===== config.mk =====
export PLATFORM = sky130hd
export DESIGN_NAME = crc32_frame_checker_top
export DESIGN_NICKNAME = d
export VERILOG_FILES = /design/src/rtl/core/cfc_pkg.sv /design/src/rtl/core/cfc_front.sv /design/src/rtl/core/cfc_queue.sv /design/src/rtl/core/cfc_back.sv /design/src/rtl/core/crc32_frame_checker_top.sv
export VERILOG_INCLUDE_DIRS = /design/src /design/src/rtl/core
export SDC_FILE = /design/constraint.sdc
export NUM_CORES = 1
export LEC_CHECK = 0
export BUFFER_PORTS_ARGS = -buffer_cell sky130_fd_sc_hd__buf_2
export CAP_MARGIN = 20
export CELL_PAD_IN_SITES_DETAIL_PLACEMENT = 0
export CELL_PAD_IN_SITES_GLOBAL_PLACEMENT = 1
export CORE_ASPECT_RATIO = 1.5
export CORE_MARGIN = 3
export CORE_UTILIZATION = 31
export DETAILED_ROUTE_END_ITERATION = 6
export MAX_ROUTING_LAYER = met4
export PLACE_DENSITY = 0.64
export RECOVER_POWER = 100
export SLEW_MARGIN = 40
export SYNTH_ARGS = -nofsm -noshare
export SYNTH_HDL_FRONTEND = slang
export SYNTH_SLANG_ARGS = --single-unit

===== constraint.sdc =====
create_clock -name clock -period 4.15 [get_ports clock]
set_clock_uncertainty 0.05 [all_clocks]
set_input_delay 0.415 -clock clock [delete_from_list [all_inputs] [get_ports clock]]
set_output_delay 0.415 -clock clock [all_outputs]
set_load 0.1 [all_outputs]

===== src/rtl/core/crc32_frame_checker_top_assert.svh =====
// assertion macros for the frame checker
`ifndef CRC32_FRAME_CHECKER_TOP_ASSERT_SVH
`define CRC32_FRAME_CHECKER_TOP_ASSERT_SVH
`ifndef SYNTH
`define CFC_ASSERT_IMPLY(label, clk, rst, ante, cons) \
   label: assert property (@(posedge clk) disable iff (rst) (ante) |-> (cons)) \
      else $error("frame checker assertion failed");
`define CFC_ASSERT_NEXT(label, clk, rst, ante, cons) \
   label: assert property (@(posedge clk) disable iff (rst) (ante) |=> (cons)) \
      else $error("frame checker assertion failed");
`else
`define CFC_ASSERT_IMPLY(label, clk, rst, ante, cons)
`define CFC_ASSERT_NEXT(label, clk, rst, ante, cons)
`endif
`endif


===== src/rtl/core/cfc_pkg.sv =====
// shared types, constants and the crc byte update of the frame checker
`default_nettype none
package cfc_pkg;
   localparam int MAX_PAYLOAD_BYTES_DEF = 1024;
   localparam int HEADER_BYTES = 8;
   localparam int CRC_BYTES = 4;
   localparam int MIN_FRAME_BYTES = HEADER_BYTES + CRC_BYTES;
   localparam int LEN_W = 16;

   // header byte offsets that complete a field
   localparam int SYNC_LO_POS = 1;
   localparam int SEQ_LO_POS = 3;
   localparam int LEN_LO_POS = 5;
   localparam int TYPE_POS = 6;

   // reflected form of 0x04C11DB7
   localparam logic [31:0] CRC_POLY_REFL = 32'hEDB88320;
   localparam logic [31:0] CRC_INIT_RST = 32'hFFFFFFFF;
   localparam logic [31:0] CRC_FXOR_RST = 32'hFFFFFFFF;
   localparam logic [15:0] SYNC_WORD_RST = 16'h0000;

   localparam int CSR_ADDR_W = 4;
   localparam int CSR_IDX_W = CSR_ADDR_W - 2;
   localparam logic [CSR_IDX_W-1:0] REG_SYNC_WORD = 2'd0;
   localparam logic [CSR_IDX_W-1:0] REG_CRC_INIT = 2'd1;
   localparam logic [CSR_IDX_W-1:0] REG_CRC_FINAL_XOR = 2'd2;

   localparam int QUEUE_DEPTH = 2;
   localparam int QPTR_W = $clog2(QUEUE_DEPTH);
   localparam int QCNT_W = $clog2(QUEUE_DEPTH + 1);

   typedef enum logic [2:0] {
      ST_OK         = 3'd0,
      ST_TOO_SMALL  = 3'd1,
      ST_SYNC       = 3'd2,
      ST_LENGTH     = 3'd3,
      ST_INCOMPLETE = 3'd4,
      ST_CRC        = 3'd5
   } status_type;

   typedef enum logic [1:0] {
      EMIT_NONE    = 2'd0,
      EMIT_FIXED   = 2'd1,
      EMIT_VERDICT = 2'd2
   } emit_type;

   typedef struct packed {
      logic [7:0]       data;
      logic             eob;
      logic             crc_upd;
      logic             rcv_shift;
      emit_type         emit;
      status_type       status;
      logic [15:0]      seq;
      logic [7:0]       ftype;
      logic [LEN_W-1:0] len;
   } item_type;

   function automatic logic [31:0] crc_byte(logic [31:0] crc, logic [7:0] b);
      logic [31:0] c;
      c = crc ^ {24'h000000, b};
      for (int i = 0; i < 8; i++) begin
         c = c[0] ? ((c >> 1) ^ CRC_POLY_REFL) : (c >> 1);
      end
      return c;
   endfunction
endpackage
`default_nettype wire


===== src/rtl/core/cfc_front.sv =====
// front part: tracks byte position, parses the header and classifies each item
`default_nettype none
module cfc_front #(
   parameter int MAX_PAYLOAD_BYTES = cfc_pkg::MAX_PAYLOAD_BYTES_DEF
) (
   input  logic               clock,
   input  logic               reset,
   input  logic               req_valid,
   input  logic [7:0]         req_rx_byte,
   input  logic               req_end_of_buffer,
   input  logic               q_full,
   input  logic [15:0]        sync_word,
   output logic               push,
   output cfc_pkg::item_type  push_item
);
   import cfc_pkg::*;

   localparam int POS_W = $clog2(MAX_PAYLOAD_BYTES + MIN_FRAME_BYTES + 1);
   localparam int CMP_W = (POS_W > LEN_W) ? POS_W + 1 : LEN_W + 1;

   logic [POS_W-1:0] pos_ff, pos_in;
   logic [15:0]      shift_ff, shift_in;
   logic [15:0]      seq_ff, seq_in;
   logic [LEN_W-1:0] len_ff, len_in;
   logic [7:0]       type_ff, type_in;
   status_type       pend_ff, pend_in;
   logic             drop_ff, drop_in;

   logic             in_header;
   logic             in_body;
   logic [POS_W-1:0] pos_nx;
   logic [CMP_W-1:0] pos_nx_ext;
   item_type         item;

   assign push = req_valid && !q_full;
   assign push_item = item;

   always_comb begin
      pos_nx = pos_ff + 1'b1;
      pos_nx_ext = CMP_W'(pos_nx);
      in_header = pos_ff < POS_W'(HEADER_BYTES);
      in_body = !in_header &&
         (CMP_W'(pos_ff) < (CMP_W'(HEADER_BYTES) + CMP_W'(len_ff)));

      pos_in = pos_ff;
      shift_in = shift_ff;
      seq_in = seq_ff;
      len_in = len_ff;
      type_in = type_ff;
      pend_in = pend_ff;
      drop_in = drop_ff;

      item.data = req_rx_byte;
      item.eob = req_end_of_buffer;
      item.crc_upd = 1'b0;
      item.rcv_shift = 1'b0;
      item.emit = EMIT_NONE;
      item.status = ST_OK;

      if (!drop_ff) begin
         item.crc_upd = in_header || in_body;
         item.rcv_shift = !in_header && !in_body;
         pos_in = pos_nx;
         if (in_header) begin
            shift_in = {shift_ff[7:0], req_rx_byte};
            if (pos_ff == POS_W'(SYNC_LO_POS) && shift_in != sync_word) begin
               pend_in = ST_SYNC;
            end else if (pos_ff == POS_W'(SEQ_LO_POS)) begin
               seq_in = shift_in;
            end else if (pos_ff == POS_W'(LEN_LO_POS)) begin
               len_in = shift_in;
               if (pend_ff == ST_OK && shift_in > LEN_W'(MAX_PAYLOAD_BYTES)) begin
                  pend_in = ST_LENGTH;
               end
            end else if (pos_ff == POS_W'(TYPE_POS)) begin
               type_in = req_rx_byte;
            end
         end

         // header errors wait for the twelfth byte
         if (pos_nx == POS_W'(MIN_FRAME_BYTES) && pend_in != ST_OK) begin
            item.emit = EMIT_FIXED;
            item.status = pend_in;
         end else if (pend_in == ST_OK &&
                      pos_nx_ext == CMP_W'(MIN_FRAME_BYTES) + CMP_W'(len_in)) begin
            item.emit = EMIT_VERDICT;
         end else if (req_end_of_buffer) begin
            item.emit = EMIT_FIXED;
            item.status = (pos_nx < POS_W'(MIN_FRAME_BYTES)) ? ST_TOO_SMALL
                                                              : ST_INCOMPLETE;
         end
         if (item.emit != EMIT_NONE && !req_end_of_buffer) begin
            drop_in = 1'b1;
         end
      end

      item.seq = seq_in;
      item.ftype = type_in;
      item.len = len_in;

      // end flag starts a new buffer
      if (req_end_of_buffer) begin
         pos_in = '0;
         shift_in = '0;
         seq_in = '0;
         len_in = '0;
         type_in = '0;
         pend_in = ST_OK;
         drop_in = 1'b0;
      end
   end

   always_ff @(posedge clock) begin
      if (reset) begin
         pos_ff <= '0;
         shift_ff <= '0;
         seq_ff <= '0;
         len_ff <= '0;
         type_ff <= '0;
         pend_ff <= ST_OK;
         drop_ff <= 1'b0;
      end else if (push) begin
         pos_ff <= pos_in;
         shift_ff <= shift_in;
         seq_ff <= seq_in;
         len_ff <= len_in;
         type_ff <= type_in;
         pend_ff <= pend_in;
         drop_ff <= drop_in;
      end
   end
endmodule
`default_nettype wire


===== src/rtl/core/cfc_queue.sv =====
// short queue of classified items between front and back
`default_nettype none
module cfc_queue (
   input  logic               clock,
   input  logic               reset,
   input  logic               push,
   input  cfc_pkg::item_type  push_item,
   input  logic               pop,
   output logic               full,
   output logic               head_valid,
   output cfc_pkg::item_type  head_item
);
   import cfc_pkg::*;

   item_type          mem_ff [QUEUE_DEPTH];
   logic [QPTR_W-1:0] wr_ptr_ff, wr_ptr_in;
   logic [QPTR_W-1:0] rd_ptr_ff, rd_ptr_in;
   logic [QCNT_W-1:0] count_ff, count_in;

   assign full = count_ff == QCNT_W'(QUEUE_DEPTH);
   assign head_valid = count_ff != '0;
   assign head_item = mem_ff[rd_ptr_ff];

   always_comb begin
      wr_ptr_in = wr_ptr_ff;
      rd_ptr_in = rd_ptr_ff;
      count_in = count_ff;
      if (push) begin
         wr_ptr_in = (wr_ptr_ff == QPTR_W'(QUEUE_DEPTH - 1)) ? '0 : wr_ptr_ff + 1'b1;
      end
      if (pop) begin
         rd_ptr_in = (rd_ptr_ff == QPTR_W'(QUEUE_DEPTH - 1)) ? '0 : rd_ptr_ff + 1'b1;
      end
      if (push && !pop) begin
         count_in = count_ff + 1'b1;
      end else if (pop && !push) begin
         count_in = count_ff - 1'b1;
      end
   end

   always_ff @(posedge clock) begin
      if (push) begin
         mem_ff[wr_ptr_ff] <= push_item;
      end
   end

   always_ff @(posedge clock) begin
      if (reset) begin
         wr_ptr_ff <= '0;
         rd_ptr_ff <= '0;
         count_ff <= '0;
      end else begin
         wr_ptr_ff <= wr_ptr_in;
         rd_ptr_ff <= rd_ptr_in;
         count_ff <= count_in;
      end
   end
endmodule
`default_nettype wire


===== src/rtl/core/cfc_back.sv =====
// back part: crc register, received crc and the result register
`default_nettype none
module cfc_back (
   input  logic               clock,
   input  logic               reset,
   input  logic               head_valid,
   input  cfc_pkg::item_type  head_item,
   input  logic [31:0]        crc_init,
   input  logic [31:0]        crc_final_xor,
   input  logic               rsp_stall,
   output logic               pop,
   output logic               rsp_valid,
   output logic [2:0]         rsp_status,
   output logic [15:0]        rsp_seq_number,
   output logic [7:0]         rsp_frame_type,
   output logic [15:0]        rsp_payload_length
);
   import cfc_pkg::*;

   logic [31:0]      crc_ff, crc_in;
   logic [31:0]      rcv_ff, rcv_in;
   logic             valid_ff, valid_in;
   status_type       status_ff, status_in;
   logic [15:0]      seq_ff, seq_in;
   logic [7:0]       type_ff, type_in;
   logic [LEN_W-1:0] len_ff, len_in;

   logic [31:0]      rcv_shifted;
   logic [31:0]      crc_next;
   status_type       verdict;

   assign pop = head_valid && (!valid_ff || !rsp_stall);
   assign rsp_valid = valid_ff;
   assign rsp_status = status_ff;
   assign rsp_seq_number = seq_ff;
   assign rsp_frame_type = type_ff;
   assign rsp_payload_length = len_ff;

   always_comb begin
      rcv_shifted = head_item.rcv_shift ? {head_item.data, rcv_ff[31:8]} : rcv_ff;
      crc_next = crc_byte(crc_ff, head_item.data);
      // the completing byte is always a crc byte, so crc_ff is final here
      verdict = ((crc_ff ^ crc_final_xor) == rcv_shifted) ? ST_OK : ST_CRC;

      crc_in = crc_ff;
      rcv_in = rcv_ff;
      valid_in = valid_ff && rsp_stall;
      status_in = status_ff;
      seq_in = seq_ff;
      type_in = type_ff;
      len_in = len_ff;

      if (pop) begin
         if (head_item.eob) begin
            crc_in = crc_init;
            rcv_in = '0;
         end else begin
            if (head_item.crc_upd) begin
               crc_in = crc_next;
            end
            rcv_in = rcv_shifted;
         end

         case (head_item.emit)
            EMIT_FIXED: begin
               valid_in = 1'b1;
               status_in = head_item.status;
               seq_in = '0;
               type_in = '0;
               len_in = '0;
            end
            EMIT_VERDICT: begin
               valid_in = 1'b1;
               status_in = verdict;
               seq_in = (verdict == ST_OK) ? head_item.seq : '0;
               type_in = (verdict == ST_OK) ? head_item.ftype : '0;
               len_in = (verdict == ST_OK) ? head_item.len : '0;
            end
            default: begin
            end
         endcase
      end
   end

   always_ff @(posedge clock) begin
      if (reset) begin
         crc_ff <= CRC_INIT_RST;
         rcv_ff <= '0;
         valid_ff <= 1'b0;
      end else begin
         crc_ff <= crc_in;
         rcv_ff <= rcv_in;
         valid_ff <= valid_in;
      end
   end

   always_ff @(posedge clock) begin
      status_ff <= status_in;
      seq_ff <= seq_in;
      type_ff <= type_in;
      len_ff <= len_in;
   end
endmodule
`default_nettype wire


===== src/rtl/core/crc32_frame_checker_top.sv =====
// top level of the frame checker: register port, front, queue and back
`default_nettype none
// Checks byte streams framed as sync(2), sequence(2), length(2), type, flags
// (big-endian header), payload, then a little-endian reflected CRC-32 over
// header and payload. One byte is taken per cycle while req_stall is low; the rate
// is set by the byte-wide CRC update in the back part. A status item is written
// to the result register, behind the queue, once the last byte that decides it
// is taken: at byte twelve for header errors, on the last CRC byte for a complete
// frame, or on the end flag otherwise; later bytes are dropped until the end
// flag. Non-ok results carry zero header fields. Registers: sync_word at 0x0,
// crc_init at 0x4 (loaded into the CRC register when a buffer ends, so it
// applies from the buffer after the next one starts), crc_final_xor at 0x8.
// Write registers only while the block is idle. No startup sweep is needed.
`include "crc32_frame_checker_top_assert.svh"
module crc32_frame_checker_top #(
   parameter int MAX_PAYLOAD_BYTES = cfc_pkg::MAX_PAYLOAD_BYTES_DEF
) (
   input  logic                          clock,
   input  logic                          reset,
   input  logic                          req_valid,
   output logic                          req_stall,
   input  logic [7:0]                    req_rx_byte,
   input  logic                          req_end_of_buffer,
   output logic                          rsp_valid,
   input  logic                          rsp_stall,
   output logic [2:0]                    rsp_status,
   output logic [15:0]                   rsp_seq_number,
   output logic [7:0]                    rsp_frame_type,
   output logic [15:0]                   rsp_payload_length,
   input  logic                          psel,
   input  logic                          penable,
   input  logic                          pwrite,
   input  logic [cfc_pkg::CSR_ADDR_W-1:0] paddr,
   input  logic [31:0]                   pwdata,
   output logic [31:0]                   prdata,
   output logic                          pready
);
   import cfc_pkg::*;

   logic [15:0]          sync_ff;
   logic [31:0]          crc_init_ff;
   logic [31:0]          fxor_ff;
   logic                 csr_write;
   logic [CSR_IDX_W-1:0] csr_idx;

   logic     q_full;
   logic     push;
   item_type push_item;
   logic     pop;
   logic     head_valid;
   item_type head_item;

   assign pready = 1'b1;
   assign csr_idx = paddr[CSR_ADDR_W-1:2];
   assign csr_write = psel && penable && pwrite && pready;
   assign req_stall = q_full;

   always_ff @(posedge clock) begin
      if (reset) begin
         sync_ff <= SYNC_WORD_RST;
         crc_init_ff <= CRC_INIT_RST;
         fxor_ff <= CRC_FXOR_RST;
      end else if (csr_write) begin
         case (csr_idx)
            REG_SYNC_WORD: sync_ff <= pwdata[15:0];
            REG_CRC_INIT: crc_init_ff <= pwdata;
            REG_CRC_FINAL_XOR: fxor_ff <= pwdata;
            default: begin
            end
         endcase
      end
   end

   always_comb begin
      case (csr_idx)
         REG_SYNC_WORD: prdata = {16'h0000, sync_ff};
         REG_CRC_INIT: prdata = crc_init_ff;
         REG_CRC_FINAL_XOR: prdata = fxor_ff;
         default: prdata = '0;
      endcase
   end

   cfc_front #(
      .MAX_PAYLOAD_BYTES(MAX_PAYLOAD_BYTES)
   ) u_front (
      .clock(clock),
      .reset(reset),
      .req_valid(req_valid),
      .req_rx_byte(req_rx_byte),
      .req_end_of_buffer(req_end_of_buffer),
      .q_full(q_full),
      .sync_word(sync_ff),
      .push(push),
      .push_item(push_item)
   );

   cfc_queue u_queue (
      .clock(clock),
      .reset(reset),
      .push(push),
      .push_item(push_item),
      .pop(pop),
      .full(q_full),
      .head_valid(head_valid),
      .head_item(head_item)
   );

   cfc_back u_back (
      .clock(clock),
      .reset(reset),
      .head_valid(head_valid),
      .head_item(head_item),
      .crc_init(crc_init_ff),
      .crc_final_xor(fxor_ff),
      .rsp_stall(rsp_stall),
      .pop(pop),
      .rsp_valid(rsp_valid),
      .rsp_status(rsp_status),
      .rsp_seq_number(rsp_seq_number),
      .rsp_frame_type(rsp_frame_type),
      .rsp_payload_length(rsp_payload_length)
   );

   // error results never carry header fields
   `CFC_ASSERT_IMPLY(a_err_fields_zero, clock, reset,
      rsp_valid && rsp_status != ST_OK,
      rsp_seq_number == 16'h0000 && rsp_frame_type == 8'h00 &&
      rsp_payload_length == 16'h0000)
   // an ok frame never has a payload beyond the limit
   `CFC_ASSERT_IMPLY(a_ok_len_limit, clock, reset,
      rsp_valid && rsp_status == ST_OK,
      rsp_payload_length <= 16'(MAX_PAYLOAD_BYTES))
   // the queue only fills behind a held result
   `CFC_ASSERT_IMPLY(a_full_needs_result, clock, reset, req_stall, rsp_valid)
   // a full queue with a stalled result stays full
   `CFC_ASSERT_NEXT(a_full_holds, clock, reset, req_stall && rsp_stall, req_stall)
endmodule
`default_nettype wire

Word level (Yosys, flattened, before mapping)

Memories as Yosys holds them, arrays and structs flattened. A register that Yosys moved wholly into a read port is not among the register bits.
Index checks and enable logic that the tools add are counted.

Add/sub/neg operators: 7
Order comparisons: 4
Equal/unequal tests: 14
Multiplexer cells: 73
Bitwise gates (word level): 10
Reductions and logical operators: 43

Operators with widths:

| kind                  | number |
|---|---|
| $mux 32               | 12 |
| $mux 16               | 14 |
| $not 13->14           | 8 |
| $pmux 32 s3           | 1 |
| $mux 8                | 11 |
| $pmux 16 s2           | 2 |
| $add 4x16->17 const A | 2 |
| $mux 3                | 11 |
| $eq 32x32->1          | 1 |
| $xor 32x32->32        | 1 |
| $xor 32x8->32         | 1 |
| $eq 11x3->1 const B   | 2 |
| $lt 11x4->1 const B   | 2 |
| $mux 11               | 2 |
| $eq 11x17->1          | 1 |
| $lt 11x17->1          | 1 |
| $gt 16x11->1 const B  | 1 |
| $ne 16x16->1          | 1 |
| $pmux 8 s2            | 1 |
| $logic_and 1x1->1     | 14 |
| $reduce_and 2->1      | 6 |
| $reduce_bool 2->1     | 6 |
| $add 11x1->11 const B | 1 |
| $eq 11x1->1 const B   | 1 |
| 21 further kinds      | 48 |

Flip-flop bits (word level): 255
Memory bits (writable): 112
Output and inout bits: 78
Logic and storage cells: 172
Memories kept: 1

Memory list:

| memory         | words | bits a word | rd ports | clocked after memory_dff | write ports | RTL line        | RTL |
|---|---|---|---|---|---|---|---|
| u_queue.mem_ff | 2     | 56          | 1        | 1                        | 1           | cfc_queue.sv:15 | `item_type mem_ff [QUEUE_DEPTH];` |

Longest topological paths before layout

Gate-level depths: netlist of run 1.

Word-level depth: 19
Gate-level depth with buffers: 16
Gate-level depth less buffers: 13

By module

A second synthesis of run 1 with hierarchy kept.

Cells, all modules: 1730
Area total of the unflattened synthesis: 18916.9 µm²

Modules (own cells, without submodules):

| module                  | times used | cells an instance | area an instance (µm²) | sequential area each (µm²) |
|---|---|---|---|---|
| cfc_back                | 1          | 551               | 6207.2                 | 2592.5 |
| cfc_front               | 1          | 590               | 4764.6                 | 1261.2 |
| cfc_queue               | 1          | 196               | 4261.6                 | 3463.3 |
| crc32_frame_checker_top | 1          | 393               | 3683.5                 | 1601.5 |

Worst setup path before layout of run 1

No wires, ideal clock.

Path kind: register to register
Start: reg with a tool-made name
End: reg u_back.type_ff[0], in the netlist u_back.rsp_frame_type[0], enable pin
Library setup time: 0.445 ns
Arrival: 3.784 ns
Setup slack: -0.129 ns
Stages on the path, launching flop included: 8
Path buffers: 4
Clock period less this slack: 4.279 ns
Path through: dfxtp_1 > buf_2 > buf_4 > buf_1 > buf_1 > mux2i_1 > ha_1 > nor2_1

RTL lines:

| item                   | RTL line        | RTL |
|---|---|---|
| end signal: assignment | cfc_back.sv:100 | `type_ff <= type_in;` |
| end: declaration       | cfc_back.sv:25  | `logic [7:0] type_ff, type_in;` |

==> results of run 1 <==
kinds of logic after synthesis:
logic type / after synthesis / synth area share (%)
simple gates: 489 / 13.00
flops: 368 / 49.87
compound gates: 359 / 14.22
xor+xnor: 192 / 9.886
mux: 150 / 8.718
buf+inv: 141 / 3.092
fa+ha+maj: 17 / 1.189
other cells: 1 / 0.02097
path summary, 6_finish.rpt:
check / start / cells past startpoint / end
setup reg to reg: u_front.pos_ff[1]$_SDFFE_PP0P_ / 11 / u_queue.mem_ff[1][42]$_DFFE_PP_
hold / removal: pwdata[16] / 2 / fxor_ff[16]$_SDFFE_PP1P_
setup / recovery: u_front.pos_ff[1]$_SDFFE_PP0P_ / 11 / u_queue.mem_ff[1][42]$_DFFE_PP_
hold reg to reg: u_queue.rd_ptr_ff$_SDFFE_PP0P_ / 2 / flop
power groups by stage:
stage | clock network [uW] | logic [uW] | registers [uW]
final | 3400 | 6300 | 4720
after CTS | 3510 | 6480 | 4710
after global routing | 3640 | 6800 | 4780
after global placement | 0 | 6440 | 4770
after floorplan | 0 | 4060 | 5620
after detailed placement | 0 | 6430 | 4790
cells in the mapped netlist (all sizes together), types with 46 or more instances:
cell type	number
dfxtp	213
xnor2	143
nor2b	67
a211o	90
edfxtp	155
mux2	46
clkbuf	108
a21oi	67
a22oi	79
nor2	196
mux2i	104
xor2	46
o21ai	55
nand2	110
area by class of cell:
type                       instances  area share [%]
clock buffer                      57           5.480
clock inverter                    13          0.5492
tap                              763           4.656
timing repair buffer             173           4.193
sequential                       368           43.50
multi-input combinational       1208           41.36
inverter                          14          0.2563
sequential cells by signal (all words and copies together), names as in the netlist, named ones only:
signal / flops
sync_ff: 16
u_back.rcv_ff: 32
u_queue.count_ff: 2
crc_init_ff: 32
u_queue.mem_ff: 112
u_front.len_ff: 16
u_front.shift_ff: 8
fxor_ff: 32
u_front.drop_ff: 1
u_back.rsp_frame_type: 8
u_front.pos_ff: 11
u_back.crc_ff: 32
u_back.rsp_seq_number: 16
u_queue.wr_ptr_ff: 1
u_queue.rd_ptr_ff: 1
u_front.type_ff: 8
u_front.pend_ff: 3
u_front.seq_ff: 16
u_back.rsp_valid: 1
u_back.rsp_status: 3
u_back.rsp_payload_length: 16
per-stage QoR:
stage / setup slack, ns / cell area (sq um)
detailed placement: 0.3455 / 19350
global route: 0.05799 / 20500
CTS: 0.3308 / 20680
finish: 0.3075 / 20500
floorplan: 0.1556 / 17890
global placement: 0.4290 / 19340
routing by layer:
metal	track usage [%]	up-vias	routed length, um
li1	-	6330	-
met1	20.02	6455	21660
met2	33.56	232	29510
met3	1.581	84	1420
met4	6.868	0	2012
met5	-	-	0
repair_timing:
action                                 CTS  global route
hold buffers                            10             0
endpoints found under the hold margin   16             0
buffers inserted                         0             0
worst max-delay path: stages, from the launching register on:
cell and delay, ns:
dfxtp_1 0.39, inv_1 0.09, ha_1 0.17, nor4b_4 0.43, and4_1 0.34, clkbuf_4 0.32
mux2i_1 0.40, a211oi_1 0.11, xnor2_1 0.17, or4_4 0.50, nor4_4 0.41, o41ai_1 0.16
==> metrics.txt, run 1 <==
max_cap viols=5; Antenna Violating Nets Remaining=0; sequential area share after synthesis=49.87%; gr usage total=18.06%; core box area=0.05690 sq mm; post-synthesis cell area=0.01788 sq mm; CTS Buffer Depth=3; final slew viol count=219; Site Rows=107; Clk Latency, worst-skew pair=0.56 ns; Flop pwr share=32.7%; Crit Path Category=flop to flop; asr flop ratio synth=0%; final cycle utilization of the critical path=92.59%; Die Wd=202.1 um; FMAX=260.2 MHz; CP Data Required Time=4.35 ns; Placer Congestion=0.9264; fin nets=1872; Synth area leader=edfxtp_1; Pint=8418 uW; Final Util=36.03%; sequential cell area=0.008919 sq mm; mean routed wirelength per cell=21.03 um; clk slew on worst S/H paths=0.06 ns; clock buffer count from CTS=38; Multi-input gate area=0.008481 sq mm; Worst setup SP type=flop; endpoints failing hold=0; WHS=0.03568 ns; DIE HEIGHT=300.2 um; Post-synth EDFFs=155; total global routing overflow=0; # clock sinks=368; Power Total=14420 uW; crit path time final=3.843 ns; worst-margin pin slew=1.786 ns; post-placement cell count=2516; drt via density=5.047; Clk pwr share=23.6%; CP Max Fanout=16; synth unique cells=66; RSZ-0062 raised after global routing=no; Area growth, synth to finish=14.64%; IO Port Bufs=126; initial antenna violation count=0; failing checks=max-capacitance violations, max-slew violations; die area=0.06067 sq mm; DR pass1 iterations=5; diode count=0; Area contributors post-synth=edfxtp_1, dfxtp_1, xnor2_1; Initial Utilization=31.43%; CTS tree=built; layout cells sized above 1=8.565%; YS warnings=0; Comb pwr share=43.7%; Min-Delay Path Class=input port to flop; most frequent cells in the layout=dfxtp_1, nor2_1, edfxtp_1; first-pass GRT wire length=82530 um; vias=13100; area share of the largest cell type after synthesis=26.03%; Pwr Density=703.5 mW/mm^2; Synth Instances=1717; CTS Root Cell=clkbuf_16; total negative setup slack=0 ns; flop2flop setup slack=0.31 ns; status=finished with violations; Filler Cell Count=5768; Leakage=0.007137 uW; DRC viols=0; syn_nets=1786; Switching Fraction=41.64%; detailed placer's ending HPWL=38290 um; Final Setup Violations=0; Max transition margin=-19.09%; vias in the first global route=13200; commonest non-fill, non-tap cell in the layout=dfxtp_1; Worst Setup End Kind=flop; post-cts repair resize count=0; Syn Area/Cell=10.42 sq um; num ports=130; Synth Flop Type=dfxtp_1; Peak VDD IR=0.4636 mV; First DRT Iteration DRCs=835; CP arrival=4.04 ns; synthesized flop and latch total=368; Final Non-Filler Cells=2596; pin count of the biggest net entering global routing=103; Sw Pwr=6006 uW; H-tree Lvls=2; drt total wl=54610 um
(Power assumes the default switching activity.)
==> run 2, diff against run 1 <==
--- a/config.mk
+++ b/config.mk
@@ -6,16 +6,17 @@
 export SDC_FILE = /design/constraint.sdc
 export NUM_CORES = 1
 export LEC_CHECK = 0
+export ABC_CLOCK_PERIOD_IN_PS = 3200
 export BUFFER_PORTS_ARGS = -buffer_cell sky130_fd_sc_hd__buf_2
 export CAP_MARGIN = 20
 export CELL_PAD_IN_SITES_DETAIL_PLACEMENT = 0
 export CELL_PAD_IN_SITES_GLOBAL_PLACEMENT = 1
 export CORE_ASPECT_RATIO = 1.5
 export CORE_MARGIN = 3
-export CORE_UTILIZATION = 31
+export CORE_UTILIZATION = 43
 export DETAILED_ROUTE_END_ITERATION = 6
 export MAX_ROUTING_LAYER = met4
-export PLACE_DENSITY = 0.64
+export PLACE_DENSITY = 0.82
 export RECOVER_POWER = 100
 export SLEW_MARGIN = 40
 export SYNTH_ARGS = -nofsm -noshare
==> constraint.sdc (replaced) <==
create_clock -name clock -period 3.2 [get_ports clock]
set_clock_uncertainty 0.05 [all_clocks]
set_input_delay 0.32 -clock clock [delete_from_list [all_inputs] [get_ports clock]]
set_output_delay 0.32 -clock clock [all_outputs]
set_load 0.1 [all_outputs]
==> run 2 against run 1 <==
Compared with the run above: the run still ends with max-capacitance violations, max-slew violations left; largest cell class unchanged; combinational power up 33%; die area down 27%; global-route usage up 5.7 points; critical path type unchanged.
==> metrics.txt, run 2 (synthesized netlist as in run 1, its figures left out) <==
CTS Root Cell=clkbuf_16; Reg-to-Reg Start=u_front.pos_ff[1]$_SDFFE_PP0P_; Multi-input gate area=0.008647 sq mm (+2.0%); failing checks=max-capacitance violations, max-slew violations; FMAX=323.7 MHz (+24%); status=finished with violations; most frequent cells in the layout=dfxtp_1, nor2_1, edfxtp_1; num ports=130 (unchanged); gr usage total=23.74% (+5.7 points); Area growth, synth to finish=19.13%; Worst setup SP type=flop; IO Port Bufs=126 (unchanged); Worst Setup End Kind=flop; drt via density=5.552 (+10%); Crit Path Category=flop to flop; DR pass1 iterations=5 (unchanged); initial antenna violation count=0 (unchanged); diode count=0 (unchanged); Biggest register=u_queue.mem_ff; Final Setup Violations=0 (unchanged); commonest non-fill, non-tap cell in the layout=dfxtp_1; CTS tree=built; vias in the first global route=13890 (+5.2%); Pwr Density=892.8 mW/mm^2 (+27%); WL met1=19890 um (-8.2%); Site Rows=90 (-16%); max_cap viols=4 (-1); worst-margin pin slew=1.627 ns (-0.1591 ns); crit path time final=3.089 ns (-0.7531 ns); first-pass GRT wire length=80520 um (-2.4%); flop2flop setup slack=0.11 ns (-0.20 ns); CP Data Required Time=3.40 ns (-0.95 ns); DRC viols=0 (unchanged); DR WL met3=1725 um (+21%); H-tree Lvls=2 (unchanged); mean routed wirelength per cell=21.30 um (+1.3%); DR WL met2=28330 um (-4.0%); Die Wd=172.5 um (-15%); fin nets=1961 (+4.8%); total global routing overflow=0 (unchanged); # clock sinks=368 (unchanged); detailed placer's ending HPWL=36980 um (-3.4%); Filler Cell Count=3611 (-37%); final cycle utilization of the critical path=96.55% (+4.0 points); clock buffer count from CTS=37 (-2.6%); DIE HEIGHT=255.8 um (-15%); Clk Latency, worst-skew pair=0.54 ns (-0.02 ns); RSZ-0062 raised after global routing=yes; reg2reg end=u_queue.mem_ff[1][42]$_DFFE_PP_; vias=13710 (+4.7%); CP Max Fanout=4 (-12); First DRT Iteration DRCs=974 (+17%); Worst Setup SP=u_front.pos_ff[1]$_SDFFE_PP0P_; total negative setup slack=0 ns (unchanged); Max transition margin=-8.487% (+11 points); number of flip-flops in the largest register=112 (unchanged); Setup crit end=u_queue.mem_ff[1][42]$_DFFE_PP_; Leakage=0.007752 uW (+8.6%); endpoints failing hold=0 (unchanged); Placer Congestion=0.9530 (+2.9%); final slew viol count=138 (-37%); layout cells sized above 1=17.21% (+8.6 points); Peak VDD IR=0.5273 mV (+14%); die area=0.04412 sq mm (-27%); pin count of the biggest net entering global routing=109 (+5.8%); Antenna Violating Nets Remaining=0 (unchanged); drt total wl=52610 um (-3.7%); Initial Utilization=43.99% (+13 points); CTS Buffer Depth=3 (unchanged); Min-Delay Path Class=input port to flop; CP arrival=3.29 ns (-0.75 ns); top sig layer=met4; sequential cell area=0.008925 sq mm (about the same); Power Total=19020 uW (+32%); core box area=0.04065 sq mm (-29%); clk slew on worst S/H paths=0.06 ns (about the same); worst r2r path cells=14 (+3)
-- run 2: worst max-delay path: stages (launching register included) --
cell and delay, ns:
dfxtp_2 0.32, inv_2 0.06, ha_4 0.12, nor4b_4 0.21, and4_4 0.31, buf_4 0.14
mux2i_4 0.24, ha_4 0.18, buf_6 0.11, a211oi_2 0.04, xnor2_1 0.15, or4_4 0.50
nor4_4 0.15, buf_6 0.16, o41ai_4 0.07
-- run 2: worst min-delay path by stage --
stage / slack [ns] / from / end / depth (start not counted)
after global routing: 0.01 / pwdata[14] / fxor_ff[14]$_SDFFE_PP1P_ / 2
after global placement: 0.43 / u_queue.count_ff[1]$_SDFFE_PP0P_ / u_queue.count_ff[1]$_SDFFE_PP0P_ / 2
after detailed placement: 0.44 / u_back.rcv_ff[2]$_SDFFE_PP0P_ / u_back.rcv_ff[2]$_SDFFE_PP0P_ / 2
final: 0.02 / pwdata[10] / crc_init_ff[10]$_SDFFE_PP1P_ / 2
after CTS: 0.003 / pwdata[10] / crc_init_ff[10]$_SDFFE_PP1P_ / 2
after floorplan: 0.37 / req_end_of_buffer / u_queue.mem_ff[0][47]$_DFFE_PP_ / 0
-- run 2: where the power goes --
part           total [uW]  internal, uW  leakage [uW]  switching (uW)
Clock                4530          2700      0.000616            1830
Sequential           6100          5680       0.00321             415
Combinational        8390          2940       0.00392            5450
Total               19000         11300       0.00775            7700
-- run 2: per-stage QoR --
step / hold WS (ns) / std cells / worst slack [ns] / utilization [%] / area, sq um
4_1_cts: 0.002830 / 2467 / 0.004034 / 52.48 / 21340
6_report: 0.02021 / 2470 / 0.1105 / 52.41 / 21300
3_3_place_gp: 0.4290 / 2368 / -0.03327 / 48.34 / 19650
2_1_floorplan: 0.3689 / 1717 / -0.02404 / - / 17940
3_5_place_dp: 0.4360 / 2368 / -0.1334 / 48.37 / 19660
5_1_grt: 0.009894 / 2470 / -0.03896 / 52.41 / 21300
-- run 2: cell type report --
cell class / instances / share of cell area, %
repair buffers: 263 / 8.081
multi-input cells: 1208 / 40.59
clock buffers: 53 / 5.110
inverters: 14 / 0.2467
flip-flops and latches: 368 / 41.89
well taps: 552 / 3.242
clock inverters: 12 / 0.8398
-- run 2: per-layer routing --
metal,up-vias,global-route usage [%]
li1,6501,-
met1,6758,24.87
met2,337,44.47
met3,117,2.478
met4,0,11.00
met5,-,-
-- run 2: what timing repair did --
item | CTS | global route
gates cloned | 0 | 0
buffers inserted | 8 | 5
setup endpoints to repair | 9 | 11
endpoints found under the hold margin | 56 | 0
hold buffers | 26 | 0
resized for setup | 17 | 15
pin swaps | 6 | 10
==> run 3, diff against run 2 <==
--- a/config.mk
+++ b/config.mk
@@ -6,17 +6,17 @@
 export SDC_FILE = /design/constraint.sdc
 export NUM_CORES = 1
 export LEC_CHECK = 0
-export ABC_CLOCK_PERIOD_IN_PS = 3200
+export ABC_CLOCK_PERIOD_IN_PS = 3700
 export BUFFER_PORTS_ARGS = -buffer_cell sky130_fd_sc_hd__buf_2
 export CAP_MARGIN = 20
 export CELL_PAD_IN_SITES_DETAIL_PLACEMENT = 0
 export CELL_PAD_IN_SITES_GLOBAL_PLACEMENT = 1
 export CORE_ASPECT_RATIO = 1.5
 export CORE_MARGIN = 3
-export CORE_UTILIZATION = 43
+export CORE_UTILIZATION = 52
 export DETAILED_ROUTE_END_ITERATION = 6
 export MAX_ROUTING_LAYER = met4
-export PLACE_DENSITY = 0.82
+export PLACE_DENSITY = 0.92
 export RECOVER_POWER = 100
 export SLEW_MARGIN = 40
 export SYNTH_ARGS = -nofsm -noshare
==> constraint.sdc (replaced) <==
create_clock -name clock -period 3.7 [get_ports clock]
set_clock_uncertainty 0.05 [all_clocks]
set_input_delay 0.37 -clock clock [delete_from_list [all_inputs] [get_ports clock]]
set_output_delay 0.37 -clock clock [all_outputs]
set_load 0.1 [all_outputs]
==> run 3 against run 2 <==
Compared with the run above: the flow still finishes with violations (max-capacitance violations, max-slew violations); sequential share of layout area up 2.3 points; flip-flop and latch count unchanged; global-route usage up 4.2 points; combinational power down 17%; critical path depth down 3; via count down 0.31%; sequential power down 13%; cell area down 5.2%; die area down 17%; critical endpoint is now u_front.seq_ff[14]$_SDFFE_PP0P_.
==> metrics.txt, run 3 (synthesized netlist as in run 1, its figures left out) <==
diode count=0 (unchanged); final cycle utilization of the critical path=95.41%; CTS Buffer Depth=3 (unchanged); total global routing overflow=0 (unchanged); drt total wl=50710 um (-3.6%); worst r2r path cells=13 (-1); gr usage total=27.98% (+4.2 points); commonest non-fill, non-tap cell in the layout=dfxtp_1; Filler Cell Count=2846 (-21%); Flop pwr share=33.3% (+1.2 points); Pint=9260 uW (-18%); CP Data Required Time=4.06 ns (+0.66 ns); CP arrival=3.89 ns (+0.60 ns); Worst Setup End Kind=flop; number of flip-flops in the largest register=112 (unchanged); Area growth, synth to finish=12.99%; Final Setup Violations=0 (unchanged); hold path start=pwdata[0]; final slew viol count=104 (-25%); reg2reg end=u_queue.mem_ff[0][42]$_DFFE_PP_; mean routed wirelength per cell=22.24 um (+4.4%); IO Port Bufs=126 (unchanged); num ports=130 (unchanged); CTS Root Cell=clkbuf_16; Peak VDD IR=0.5934 mV (+13%); DRC viols=0 (unchanged); CP Max Fanout=16 (+12); vias in the first global route=13360 (-3.8%); Antenna Violating Nets Remaining=0 (unchanged); die area=0.03670 sq mm (-17%); most frequent cells in the layout=dfxtp_1, nor2_1, edfxtp_1; H-tree Lvls=2 (unchanged); Post-CTS Setup Repair Bufs=0 (-8); Pwr Density=788.4 mW/mm^2 (-12%); vias=13670 (-0.31%); DR pass1 iterations=6 (+1); FMAX=283.3 MHz; failing checks=max-capacitance violations, max-slew violations; core box area=0.03365 sq mm (-17%); First DRT Iteration DRCs=1088 (+12%); RSZ-0062 raised after global routing=no; Site Rows=82 (-8.9%); Initial Utilization=53.14% (+9.1 points); total negative setup slack=0 ns (unchanged); # clock sinks=368 (unchanged); Biggest register=u_queue.mem_ff; Reg-to-Reg Start=u_front.pos_ff[1]$_SDFFE_PP0P_; Sw Pwr=6671 uW (-13%); clock buffer count from CTS=37 (unchanged); worst-margin pin slew=1.644 ns (+0.01669 ns); status=finished with violations; Comb pwr share=43.8% (-0.3 points); Clk Latency, worst-skew pair=0.55 ns (about the same); Die Wd=157.4 um (-8.7%); first-pass GRT wire length=76960 um (-4.4%); drt via density=5.996 (+8.0%); detailed placer's ending HPWL=35920 um (-2.9%); flop2flop setup slack=0.18 ns (+0.07 ns); post-cts repair resize count=0 (-17); endpoints failing hold=0 (unchanged); Worst setup SP type=input port; crit path time final=3.530 ns; CTS tree=built; initial antenna violation count=0 (unchanged); Crit Path Category=input port to flop; Switching Fraction=41.87% (+1.4 points); max_cap viols=3 (-1); Power Total=15930 uW (-16%); DIE HEIGHT=233.1 um (-8.9%); fin nets=1901 (-3.1%); Clk pwr share=22.8% (-1.0 points); Leakage=0.007273 uW (-6.2%); layout cells sized above 1=10.00% (-7.2 points); pin count of the biggest net entering global routing=95 (-13%); Max transition margin=-9.599% (-1.1 points); Min-Delay Path Class=input port to flop; clk slew on worst S/H paths=0.06 ns (about the same); Setup crit end=u_front.seq_ff[14]$_SDFFE_PP0P_; Placer Congestion=0.9659 (+1.4%); Worst Setup SP=req_rx_byte[0]
## run 3: area by class of cell
class                           count  area [sq um]  area share (%)
Inverter                           14         52.55          0.2601
Tap cell                          420         525.5           2.601
Multi-Input combinational cell   1208          8421           41.67
Clock inverter                     16         151.4          0.7492
Timing Repair Buffer              203          1115           5.517
Sequential cell                   368          8922           44.15
Clock buffer                       51          1020           5.046
## run 3: stage by stage
stage / area (sq um) / instances / hold WS [ns] / util [%] / setup slack, ns
after CTS: 20460 / 2280 / 0.005313 / 60.79 / 0.2280
after global routing: 20210 / 2280 / 0.01419 / 60.05 / 0.04441
final: 20210 / 2280 / 0.01822 / 60.05 / 0.1699
after global placement: 19120 / 2198 / 0.4223 / 56.83 / 0.2929
after floorplan: 17890 / 1717 / 0.4111 / - / 0.1367
after detailed placement: 19140 / 2198 / 0.4373 / 56.87 / 0.2537
## run 3: how the worst min path moves through the flow
stage | slack, ns | to | cells past startpoint
finish | 0.02 | fxor_ff[0]$_SDFFE_PP1P_ | 2
global route | 0.01 | crc_init_ff[27]$_SDFFE_PP1P_ | 2
CTS | 0.005 | crc_init_ff[27]$_SDFFE_PP1P_ | 2
detailed placement | 0.44 | sync_ff[2]$_SDFFE_PP0P_ | 2
global placement | 0.42 | sync_ff[2]$_SDFFE_PP0P_ | 2
floorplan | 0.41 | sync_ff[0]$_SDFFE_PP0P_ | 2
## run 3: power by group through the flow
stage          Combinational [uW]  Clock, uW  Sequential [uW]
6_report                     6980       3640             5310
5_1_grt                      7450       3840             5370
4_1_cts                      7200       3680             5290
3_5_place_dp                 7160          0             5370
3_3_place_gp                 7100          0             5350
2_1_floorplan                4550          0             6300
## run 3: routing by layer
metal / wire, um / global-route usage, %
met5: 0 / -
met2: 26950 / 50.34
met3: 2385 / 3.170
met4: 2846 / 13.87
met1: 18520 / 30.33
## run 3: timing repair
action                                  CTS  global route
endpoints found under the setup margin    0             0
hold buffers                             15             0
endpoints found under the hold margin    26             0
## run 3: critical path, cell delays in order
cell      delay, ns
clkbuf_1       0.16
clkbuf_1       0.58
xnor2_1        0.20
nand4_1        0.13
nor4_1         0.33
clkbuf_1       0.26
o311a_1        0.20
clkbuf_1       0.89
mux2_1         0.44
a22oi_1        0.21
nor2_1         0.09
